$ cat config.mk
export PLATFORM = sky130hd
export DESIGN_NAME = ocrb_ctrl
export DESIGN_NICKNAME = d
export VERILOG_FILES = /design/src/hw/rtl/ocrb_pkg.sv /design/src/hw/rtl/ocrb_ctrl.sv
export VERILOG_INCLUDE_DIRS = /design/src /design/src/hw/rtl
export SDC_FILE = /design/constraint.sdc
export NUM_CORES = 1
export LEC_CHECK = 0
export BUFFER_PORTS_ARGS = -buffer_cell sky130_fd_sc_hd__buf_2
export CAP_MARGIN = 20
export CORE_AREA = 2 2 39 41
export CTS_BUF_LIST = sky130_fd_sc_hd__clkbuf_4
export CTS_CLUSTER_SIZE = 40
export DETAILED_ROUTE_END_ITERATION = 12
export DIE_AREA = 0 0 41 43
export RECOVER_POWER = 50
export REMOVE_ABC_BUFFERS = 1
export SYNTH_ARGS = -nofsm -noshare
export SYNTH_HDL_FRONTEND = slang
export SYNTH_SLANG_ARGS = --single-unit
$ cat constraint.sdc
create_clock -name clk -period 1.7 [get_ports clk]
set_input_delay 0.085 -clock clk [delete_from_list [all_inputs] [get_ports clk]]
set_output_delay 0.085 -clock clk [all_outputs]
set_load 0.01 [all_outputs]
$ cat src/hw/rtl/assert_macros.svh
// assertion helpers shared by the rtl modules
// each expects clk and rst in scope, checks are off while rst is high
`ifndef ASSERT_MACROS_SVH
`define ASSERT_MACROS_SVH

// same-cycle implication
`define ASSERT_IMPLIES(label, ante, cons) \
  label: assert property (@(posedge clk) disable iff (rst) (ante) |-> (cons)) \
    else $error("assertion failed: same-cycle implication");

// next-cycle implication
`define ASSERT_NEXT(label, ante, cons) \
  label: assert property (@(posedge clk) disable iff (rst) (ante) |=> (cons)) \
    else $error("assertion failed: next-cycle implication");

`endif

$ cat src/hw/rtl/ocrb_pkg.sv
// ----------------------------------------------------------------------------
// ocrb_pkg
// types and constants shared by the capture ring buffer modules
// ----------------------------------------------------------------------------
package ocrb_pkg;

  // request codes
  localparam logic [2:0] REQ_PUSH    = 3'd0;
  localparam logic [2:0] REQ_TAKE    = 3'd1;
  localparam logic [2:0] REQ_READ    = 3'd2;
  localparam logic [2:0] REQ_DISCARD = 3'd3;
  localparam logic [2:0] REQ_TICK    = 3'd4;

  // result status codes
  localparam logic [1:0] ST_OK      = 2'd0;
  localparam logic [1:0] ST_IGNORED = 2'd1;
  localparam logic [1:0] ST_EXPIRED = 2'd2;
  localparam logic [1:0] ST_NOTHING = 2'd3;

  // configuration register indexes
  localparam logic REG_CAPACITY = 1'b0;
  localparam logic REG_TIMEOUT  = 1'b1;

  // field widths
  localparam int CAP_W     = 13;
  localparam int CAP_MAX   = 8191;
  localparam int SAMPLE_W  = 16;
  localparam int SWIDTH_W  = 6;
  localparam int RATE_W    = 19;
  localparam int CHAN_W    = 4;
  localparam int COUNT_W   = 32;

  localparam logic [SWIDTH_W-1:0] ACCEPT_WIDTH  = 6'd16;
  localparam logic [CAP_W-1:0]    CAP_RESET     = 13'd4096;
  localparam logic [COUNT_W-1:0]  TIMEOUT_RESET = 32'd48000;

  // commands from controller to datapath
  typedef struct packed {
    logic capture;   // latch the incoming item
    logic commit;    // execute the held item and load the result register
    logic cfg_write; // configuration register write
  } ocrb_cmd_t;

endpackage

$ cat src/hw/rtl/ocrb_ctrl.sv
// ----------------------------------------------------------------------------
// ocrb_ctrl
// handshake controller: item capture, execute and result register occupancy
// ----------------------------------------------------------------------------
module ocrb_ctrl import ocrb_pkg::*; (
  input  logic      clk,
  input  logic      rst,
  input  logic      in_valid,
  output logic      in_stall,
  output logic      out_valid,
  input  logic      out_stall,
  input  logic      cfg_valid,
  output logic      cfg_ready,
  output ocrb_cmd_t cmd
);

  `include "assert_macros.svh"

  localparam logic S_IDLE = 1'b0;
  localparam logic S_EXEC = 1'b1;

  logic state;
  logic state_next;
  logic out_valid_next;
  logic out_free;

  assign out_free      = !out_valid || !out_stall;
  assign in_stall      = (state != S_IDLE);
  assign cfg_ready     = (state == S_IDLE);
  assign cmd.capture   = in_valid && (state == S_IDLE);
  assign cmd.commit    = (state == S_EXEC) && out_free;
  assign cmd.cfg_write = cfg_valid && cfg_ready;

  always_comb begin
    state_next = state;
    unique case (state)
      S_IDLE: if (in_valid) state_next = S_EXEC;
      S_EXEC: if (out_free) state_next = S_IDLE;
      default: state_next = S_IDLE;
    endcase
  end

  always_comb begin
    out_valid_next = out_valid;
    if (cmd.commit) begin
      out_valid_next = 1'b1;
    end else if (out_valid && !out_stall) begin
      out_valid_next = 1'b0;
    end
  end

  always_ff @(posedge clk) begin
    if (rst) begin
      state     <= S_IDLE;
      out_valid <= 1'b0;
    end else begin
      state     <= state_next;
      out_valid <= out_valid_next;
    end
  end

  `ASSERT_NEXT(a_commit_shows_result, cmd.commit, out_valid)
  `ASSERT_NEXT(a_capture_goes_exec, cmd.capture, state == S_EXEC)
  `ASSERT_NEXT(a_exec_waits, (state == S_EXEC) && !cmd.commit, state == S_EXEC)

endmodule

==> results.cfg, run 1 <==
[run_status]
run_status = finished clean

[power]
report.power.total_mw = 0.1821
power.share.sequential = 0.292
power.clock.fraction = 0.566
power.net_switching_mw = 0.04151
power_density_nw_per_um2 = 1010
vdd_drop_max_mv = 0.1587
combinational_fraction_of_design_power = 0.142
p_leak_nw = 0.08814
switching_share = 0.2280
power_report.internal_total_mw = 0.1406

[detailed_routing]
wl_per_cell_um = 6.150
detail-route-antenna-nets = 0
drt_iter0_markers = 0
detailedRoute.firstPassIterationCount = 1
detail_route.drc_violations = 0
totalWireLength_um = 246
num_vias = 117
drt-vias-per-instance = 2.925

[clocking]
number_of_buffers_added_by_the_clock_tree_synthesis_step = 3
cts_buffer_depth = 2
htree_num_levels = 1
cts_tree = yes
clock_insertion_delay_worst_skew_ns = 0.22
cts_hold_buf = 0
number_of_buffers_added_for_setup_after_cts = 0
cts_resized = 0
clkTransAtPathRegs_ns = 0.03
clk_root_buffer_cell = sky130_fd_sc_hd__clkbuf_4
cts_sinks = 2

[timing]
slew_headroom = 0.8892
fin_setup_tns_ns = 0
period_share = 0.6189
slew_viol_final = 0
worst_pin_slew_ns = 0.1660
post_layout_worst_setup_margin_ns = 0.6478
period_minus_slack_ns = 1.052
fin_skew_ns = 0.002314
report.final.setup_viol = 0
setup_repair_after_global_routing_missed_its_margin = no
maximum_clock_frequency_mhz = 950.4
hold_viol_final = 0

[synth]
synth_cells = 12
ys.warnings.count = 0
synth.ff_latch_count = 2
syn-cell-area_um2 = 97.59
post_synth.cell_area_avg_um2 = 8.133
synth_sequential_area_ratio = 0.4103
synth_cell_types = 9

[grt]
gr-total-overflow = 0
largest_net_degree_at_the_start_of_global_routing = 7
via_count_of_the_first_global_routing_pass = 104
track_usage = 0.03904
grt_antenna_before_repair = 0
first_pass_grt_wire_length_um = 317

[worst_setup_path]
crit_required_ns = 1.62
critical_path_type = flip-flop to output port
start_kind = flip-flop
wp_buf_inv = 1
critical-path-max-stage-delay_ns = 0.39
timing.critical_path.arrival_ns = 0.97
endpoint_kind = output port
cpLargestDelayFamily = flip-flops
crit_path_max_fanout = 6
critical_path.cell_chain = and2b_2 > buf_2
critical-path-slowest-cell = sky130_fd_sc_hd__dfxtp_1

[floorplan]
fp.dieArea_um2 = 1763
pin_count = 11
std_cell_rows = 14
die_width_um = 41
die_height_um = 43
fp.coreArea_um2 = 1384
initial_utilization = 0.07052

[cells_and_area]
mostFrequentLayoutCells = sky130_fd_sc_hd__buf_2 (8), sky130_fd_sc_hd__clkbuf_4 (3)
antenna-diode-count = 0
layout.core_utilization = 0.1302
final-instance-count-excl-fill = 40
fillers = 161
layout_commonest_cell = sky130_fd_sc_hd__buf_2
nets = 31
layout-area-overhead-vs-synth_pct = 84.61
drive_above_1_share = 0.5417

[placed_design]
port-buffer-count = 10
dp_cells = 37
place.gp.congestion = 0.4182
detailedPlace.worstSlack_ns = 0.8812

[worst_hold_path]
min_path_type = input port to flip-flop

[run]
max-cap-violations = 0
[power groups by stage]
stage / clock (mW) / sequential, mW / combinational (mW)
after floorplan: 0 / 0.0546 / 0.0113
after global placement: 0 / 0.0533 / 0.0269
after detailed placement: 0 / 0.0536 / 0.0268
after CTS: 0.112 / 0.0530 / 0.0269
after global routing: 0.117 / 0.0536 / 0.0299
final: 0.103 / 0.0531 / 0.0258
[sequential cells by signal, indices dropped and copies added, names as in the netlist]
register	cells
in_stall	1
out_valid	1
[synth_stat cells]
cell type / count / area share
sky130_fd_sc_hd__and2b_2: 1 / 0.090
sky130_fd_sc_hd__inv_1: 2 / 0.077
sky130_fd_sc_hd__a21oi_1: 2 / 0.10
sky130_fd_sc_hd__buf_4: 1 / 0.077
sky130_fd_sc_hd__dfxtp_1: 2 / 0.41
sky130_fd_sc_hd__nand3_1: 1 / 0.051
sky130_fd_sc_hd__a21oi_2: 1 / 0.090
sky130_fd_sc_hd__nor2_1: 1 / 0.038
sky130_fd_sc_hd__nand2b_1: 1 / 0.064
[final cells by class]
cell class | instances | area, um^2 | share of cell area
multi-input combinational | 7 | 42.54 | 0.2361
inverter | 2 | 7.507 | 0.04167
tap | 16 | 20.02 | 0.1111
clock buffer | 3 | 22.52 | 0.1250
sequential | 2 | 40.04 | 0.2222
timing repair buffer | 10 | 47.55 | 0.2639
[per-stage QoR]
stage | hold slack, ns | area [um^2]
2_1_floorplan | 0.1474 | 90.09
3_3_place_gp | 0.2664 | 160.2
3_5_place_dp | 0.2671 | 160.2
4_1_cts | 0.02881 | 182.7
5_1_grt | 0.03155 | 180.2
6_report | 0.03986 | 180.2
[kinds of logic after synthesis]
family,share of synthesized area
compound gates,0.1923
flops,0.4103
simple gates,0.2436
buf+inv,0.1539
[worst paths after layout]
check                           startpoint  endpoint  slack, ns  depth (start not counted)
worst min register to register   out_valid  in_stall       0.52                          2
worst max register to register    in_stall  in_stall       0.98                          2
worst min-delay path                   rst  in_stall       0.04                          2
worst max-delay path              in_stall    cmd[0]       0.65                          2
[layer usage]
| metal | up-vias | GRT usage | wire (um) |
|---|---|---|---|
| li1 | 61 | - | - |
| met1 | 45 | 0.01274 | 98 |
| met2 | 11 | 0.04375 | 78 |
| met3 | 0 | 0.06283 | 70 |
| met4 | 0 | 0.06000 | 0 |
| met5 | - | 0 | 0 |
Note: power is estimated with default switching activity, not from simulation.
==> inputs of run 2 (changes only) <==
- clock period: 1.7 -> 1.05 ns (I/O delays scaled with it)
==> run 2 against run 1 <==
Compared with the run above: sequential cell count unchanged; worst setup slack worse by 0.57 ns; sequential power up 63%; global-route usage up 0.10 points; critical path depth unchanged; clock power up 66%; via count up 5.1%; sequential share of layout area down 0.51 points.
==> results.cfg, run 2 (same netlist as run 1, synthesis figures left out) <==
[clocking]
clkTransAtPathRegs_ns = 0.03
cts_sinks = 2
number_of_buffers_added_by_the_clock_tree_synthesis_step = 3
htree_num_levels = 1
cts_tree = yes
cts_buffer_depth = 2
clk_root_buffer_cell = sky130_fd_sc_hd__clkbuf_4
clock_insertion_delay_worst_skew_ns = 0.22
number_of_buffers_added_for_setup_after_cts = 0

[power]
power.net_switching_mw = 0.07152
vdd_drop_max_mv = 0.1723
report.power.total_mw = 0.3019
power.share.sequential = 0.286
combinational_fraction_of_design_power = 0.148
power_report.internal_total_mw = 0.2304
power_density_nw_per_um2 = 1587
p_leak_nw = 0.08987
power.clock.fraction = 0.566
switching_share = 0.2369

[worst_setup_path]
crit_required_ns = 1.00
start_kind = flip-flop
critical_path_type = flip-flop to output port
endpoint_kind = output port
crit_path_max_fanout = 6
timing.critical_path.arrival_ns = 0.92

[detailed_routing]
drt-vias-per-instance = 3.000
met2_wirelength_um = 103
wl_per_cell_um = 6.780
detail_route.drc_violations = 0
met1_layer_wirelength_in_the_final_routing_um = 102
num_vias = 123
detail-route-antenna-nets = 0
drt_iter0_markers = 0
met3RoutedLength_um = 72
totalWireLength_um = 278
topRoutingLayerUsed = met3
detailedRoute.firstPassIterationCount = 1

[timing]
report.final.setup_viol = 0
worst_pin_slew_ns = 0.1445
period_share = 0.9233
period_minus_slack_ns = 0.9694
setup_repair_after_global_routing_missed_its_margin = no
hold_viol_final = 0
maximum_clock_frequency_mhz = 1032
fin_setup_tns_ns = 0
slew_headroom = 0.9041
fin_skew_ns = 0.001522
slew_viol_final = 0

[placed_design]
dp_cells = 37
place.gp.congestion = 0.4182
dpl.hpwl_um = 194.5
port-buffer-count = 10

[grt]
largest_net_degree_at_the_start_of_global_routing = 7
track_usage = 0.04008
first_pass_grt_wire_length_um = 338
gr-total-overflow = 0
via_count_of_the_first_global_routing_pass = 104
grt_antenna_before_repair = 0

[floorplan]
fp.coreArea_um2 = 1384
die_width_um = 41
die_height_um = 43
initial_utilization = 0.07052
std_cell_rows = 14
fp.dieArea_um2 = 1763
pin_count = 11

[run]
max-cap-violations = 0

[run_status]
run_status = finished clean

[cells_and_area]
layout_commonest_cell = sky130_fd_sc_hd__buf_2
mostFrequentLayoutCells = sky130_fd_sc_hd__buf_2 (7), sky130_fd_sc_hd__clkbuf_4 (3), sky130_fd_sc_hd__clkbuf_1 (3), sky130_fd_sc_hd__inv_1 (2), sky130_fd_sc_hd__a21oi_1 (2)
drive_above_1_share = 0.5200
nets = 32
final-instance-count-excl-fill = 41
antenna-diode-count = 0
layout-area-overhead-vs-synth_pct = 94.87

[worst_hold_path]
min_path_type = input port to flip-flop
run 2: changes by cell type in the layout (fill, tap and decap cells not counted):
cell / change
sky130_fd_sc_hd__buf_2: -1
sky130_fd_sc_hd__clkbuf_1: +1
sky130_fd_sc_hd__dfxtp_1: -1
sky130_fd_sc_hd__dfxtp_2: +1
sky130_fd_sc_hd__dlygate4sd3_1: +1
run 2: routing by layer:
metal,vias to the layer above,global-route usage
met3,0,0.06283
met4,0,0.06000
met5,-,0
li1,65,-
met2,11,0.04375
met1,47,0.01597
run 2: critical path, cell delays in order (launching register included):
cell                      delay (ns)
sky130_fd_sc_hd__dfxtp_2        0.35
sky130_fd_sc_hd__and2b_2        0.22
sky130_fd_sc_hd__buf_2          0.13
run 2: what timing repair did:
item / in CTS / in global routing
hold buffers: 1 / 0
resized for setup: 0 / 1
setup endpoints to repair: 0 / 2
hold endpoints to repair: 1 / 0
run 2: worst paths after layout:
check                           startpoint         to  cells after the start  slack (ns)
worst max register to register    in_stall   in_stall                      2        0.37
worst min register to register    in_stall  out_valid                      2        0.51
worst min-delay path             out_stall  out_valid                      3         0.1
worst max-delay path              in_stall     cmd[0]                      2        0.08
run 2: layout make-up:
cell class / count / area (um^2)
Tap cell: 16 / 20.02
Multi-Input combinational cell: 7 / 42.54
Timing Repair Buffer: 11 / 56.30
Clock buffer: 3 / 22.52
Fill cell: 166 / 1194
Inverter: 2 / 7.507
Sequential cell: 2 / 41.29
run 2: through the flow:
step / hold slack, ns / utilization / cell area [um^2] / setup WS [ns]
6_report: 0.09712 / 0.1374 / 190.2 / 0.08056
5_1_grt: 0.1114 / 0.1374 / 190.2 / 0.03320
3_5_place_dp: 0.2322 / 0.1157 / 160.2 / 0.2627
2_1_floorplan: 0.1149 / - / 90.09 / 0.2556
3_3_place_gp: 0.2336 / 0.1157 / 160.2 / 0.2879
4_1_cts: 0.09069 / 0.1392 / 192.7 / 0.01468
run 2: power by group through the flow:
| stage | sequential [mW] | clock [mW] | combinational, mW |
|---|---|---|---|
| 2_1_floorplan | 0.0884 | 0 | 0.0183 |
| 3_5_place_dp | 0.0866 | 0 | 0.0436 |
| 6_report | 0.0863 | 0.171 | 0.0447 |
| 4_1_cts | 0.0855 | 0.184 | 0.0467 |
| 3_3_place_gp | 0.0862 | 0 | 0.0435 |
| 5_1_grt | 0.0870 | 0.192 | 0.0513 |
==> inputs of run 3 (changes only) <==
==> constraint.sdc (replaced) <==
create_clock -name clk -period 1.05 [get_ports clk]
set_input_delay 0 -clock clk [delete_from_list [all_inputs] [get_ports clk]]
set_output_delay 0 -clock clk [all_outputs]
set_load 0.01 [all_outputs]
==> run 3 against run 2 <==
Compared with the run above: critical endpoint unchanged; clock-buffer cell count unchanged; clock power about the same; combinational power grew 0.9%; worst hold slack worse by 0.051 ns; worst setup slack improved by 0.0031 ns.
==> results.cfg, run 3 (same netlist as run 1, synthesis figures left out) <==
[grt]
gr-total-overflow = 0
first_pass_grt_wire_length_um = 338
largest_net_degree_at_the_start_of_global_routing = 7
track_usage = 0.04008
via_count_of_the_first_global_routing_pass = 104
grt_antenna_before_repair = 0

[clocking]
cts_sinks = 2
number_of_buffers_added_for_setup_after_cts = 0
cts_tree = yes
clock_insertion_delay_worst_skew_ns = 0.22
number_of_buffers_added_by_the_clock_tree_synthesis_step = 3
htree_num_levels = 1
cts_buffer_depth = 2
clk_root_buffer_cell = sky130_fd_sc_hd__clkbuf_4
clkTransAtPathRegs_ns = 0.03

[timing]
fin_setup_tns_ns = 0
period_minus_slack_ns = 0.9664
slew_headroom = 0.8944
setup_repair_after_global_routing_missed_its_margin = no
hold_viol_final = 0
maximum_clock_frequency_mhz = 1035
worst_pin_slew_ns = 0.1582
slew_viol_final = 0
report.final.setup_viol = 0
period_share = 0.9204
post_layout_worst_setup_margin_ns = 0.08361
fin_skew_ns = 0.001595

[worst_setup_path]
endpoint_kind = output port
critical_path.cell_chain = and2b_2 > buf_2
critical_path_type = flip-flop to output port
critical-path-max-stage-delay_ns = 0.38
timing.critical_path.arrival_ns = 0.97
crit_required_ns = 1.05
crit_path_max_fanout = 6
start_kind = flip-flop
wp_buf_inv = 1
critical-path-slowest-cell = sky130_fd_sc_hd__dfxtp_1
cpLargestDelayFamily = flip-flops

[floorplan]
fp.coreArea_um2 = 1384
fp.dieArea_um2 = 1763
die_width_um = 41
die_height_um = 43
pin_count = 11
initial_utilization = 0.07052
std_cell_rows = 14

[placed_design]
detailedPlace.worstSlack_ns = 0.3152
place.gp.congestion = 0.4182
port-buffer-count = 10
dp_cells = 37
dpl.hpwl_um = 194.5

[cells_and_area]
layout-area-overhead-vs-synth_pct = 94.87
drive_above_1_share = 0.5200
mostFrequentLayoutCells = sky130_fd_sc_hd__buf_2 (8), sky130_fd_sc_hd__clkbuf_4 (3)
antenna-diode-count = 0
final-instance-count-excl-fill = 41
fillers = 164
nets = 32
layout_commonest_cell = sky130_fd_sc_hd__buf_2

[detailed_routing]
num_vias = 122
wl_per_cell_um = 6.805
drt_iter0_markers = 0
detail-route-antenna-nets = 0
drt-vias-per-instance = 2.976
detailedRoute.firstPassIterationCount = 1
detail_route.drc_violations = 0
totalWireLength_um = 279

[power]
vdd_drop_max_mv = 0.1721
power_density_nw_per_um2 = 1587
report.power.total_mw = 0.3018
p_leak_nw = 0.09231

[run]
max-cap-violations = 0

[worst_hold_path]
min_path_type = input port to flip-flop

[run_status]
run_status = finished clean
## run 3: worst reg2reg max path: cells and delay by family (launching register included)
| family | cells | cell delay [ns] |
|---|---|---|
| AO/OA/AOI/OAI | 1 | 0.06 |
| AND/OR/NAND/NOR | 1 | 0.17 |
| flip-flops | 1 | 0.38 |
## run 3: routing by layer
layer  GRT usage  wire length [um]
met4     0.06000                 0
met5           0                 0
met1     0.01597               101
met2     0.04375               106
met3     0.06283                72
## run 3: cell type report
cell class | count | area [um^2] | area share
Timing Repair Buffer | 11 | 57.56 | 0.3026
Multi-Input combinational cell | 7 | 42.54 | 0.2237
Sequential cell | 2 | 40.04 | 0.2105
Clock buffer | 3 | 22.52 | 0.1184
Tap cell | 16 | 20.02 | 0.1053
Inverter | 2 | 7.507 | 0.03947
## run 3: what timing repair did
item,CTS,global route
hold buffers,1,0
gates resized for setup,0,0
hold endpoints to repair,2,0
## run 3: worst paths after layout
check	from	endpoint	slack (ns)	depth (start not counted)
min reg2reg	out_valid	in_stall	0.53	2
max reg2reg	in_stall	in_stall	0.33	2
min	out_stall	out_valid	0.05	3
max	in_stall	cmd[0]	0.08	2
## run 3: where the power goes
part	switching [mW]	internal, mW
logic	0.0222	0.0230
registers	0.00470	0.0811
clock network	0.0446	0.126
## run 3: through the flow
step / util / hold slack (ns) / area [um^2]
2_1_floorplan: - / 0.06244 / 90.09
3_3_place_gp: 0.1157 / 0.1811 / 160.2
3_5_place_dp: 0.1157 / 0.1797 / 160.2
4_1_cts: 0.1392 / 0.03819 / 192.7
5_1_grt: 0.1374 / 0.05925 / 190.2
6_report: 0.1374 / 0.04588 / 190.2
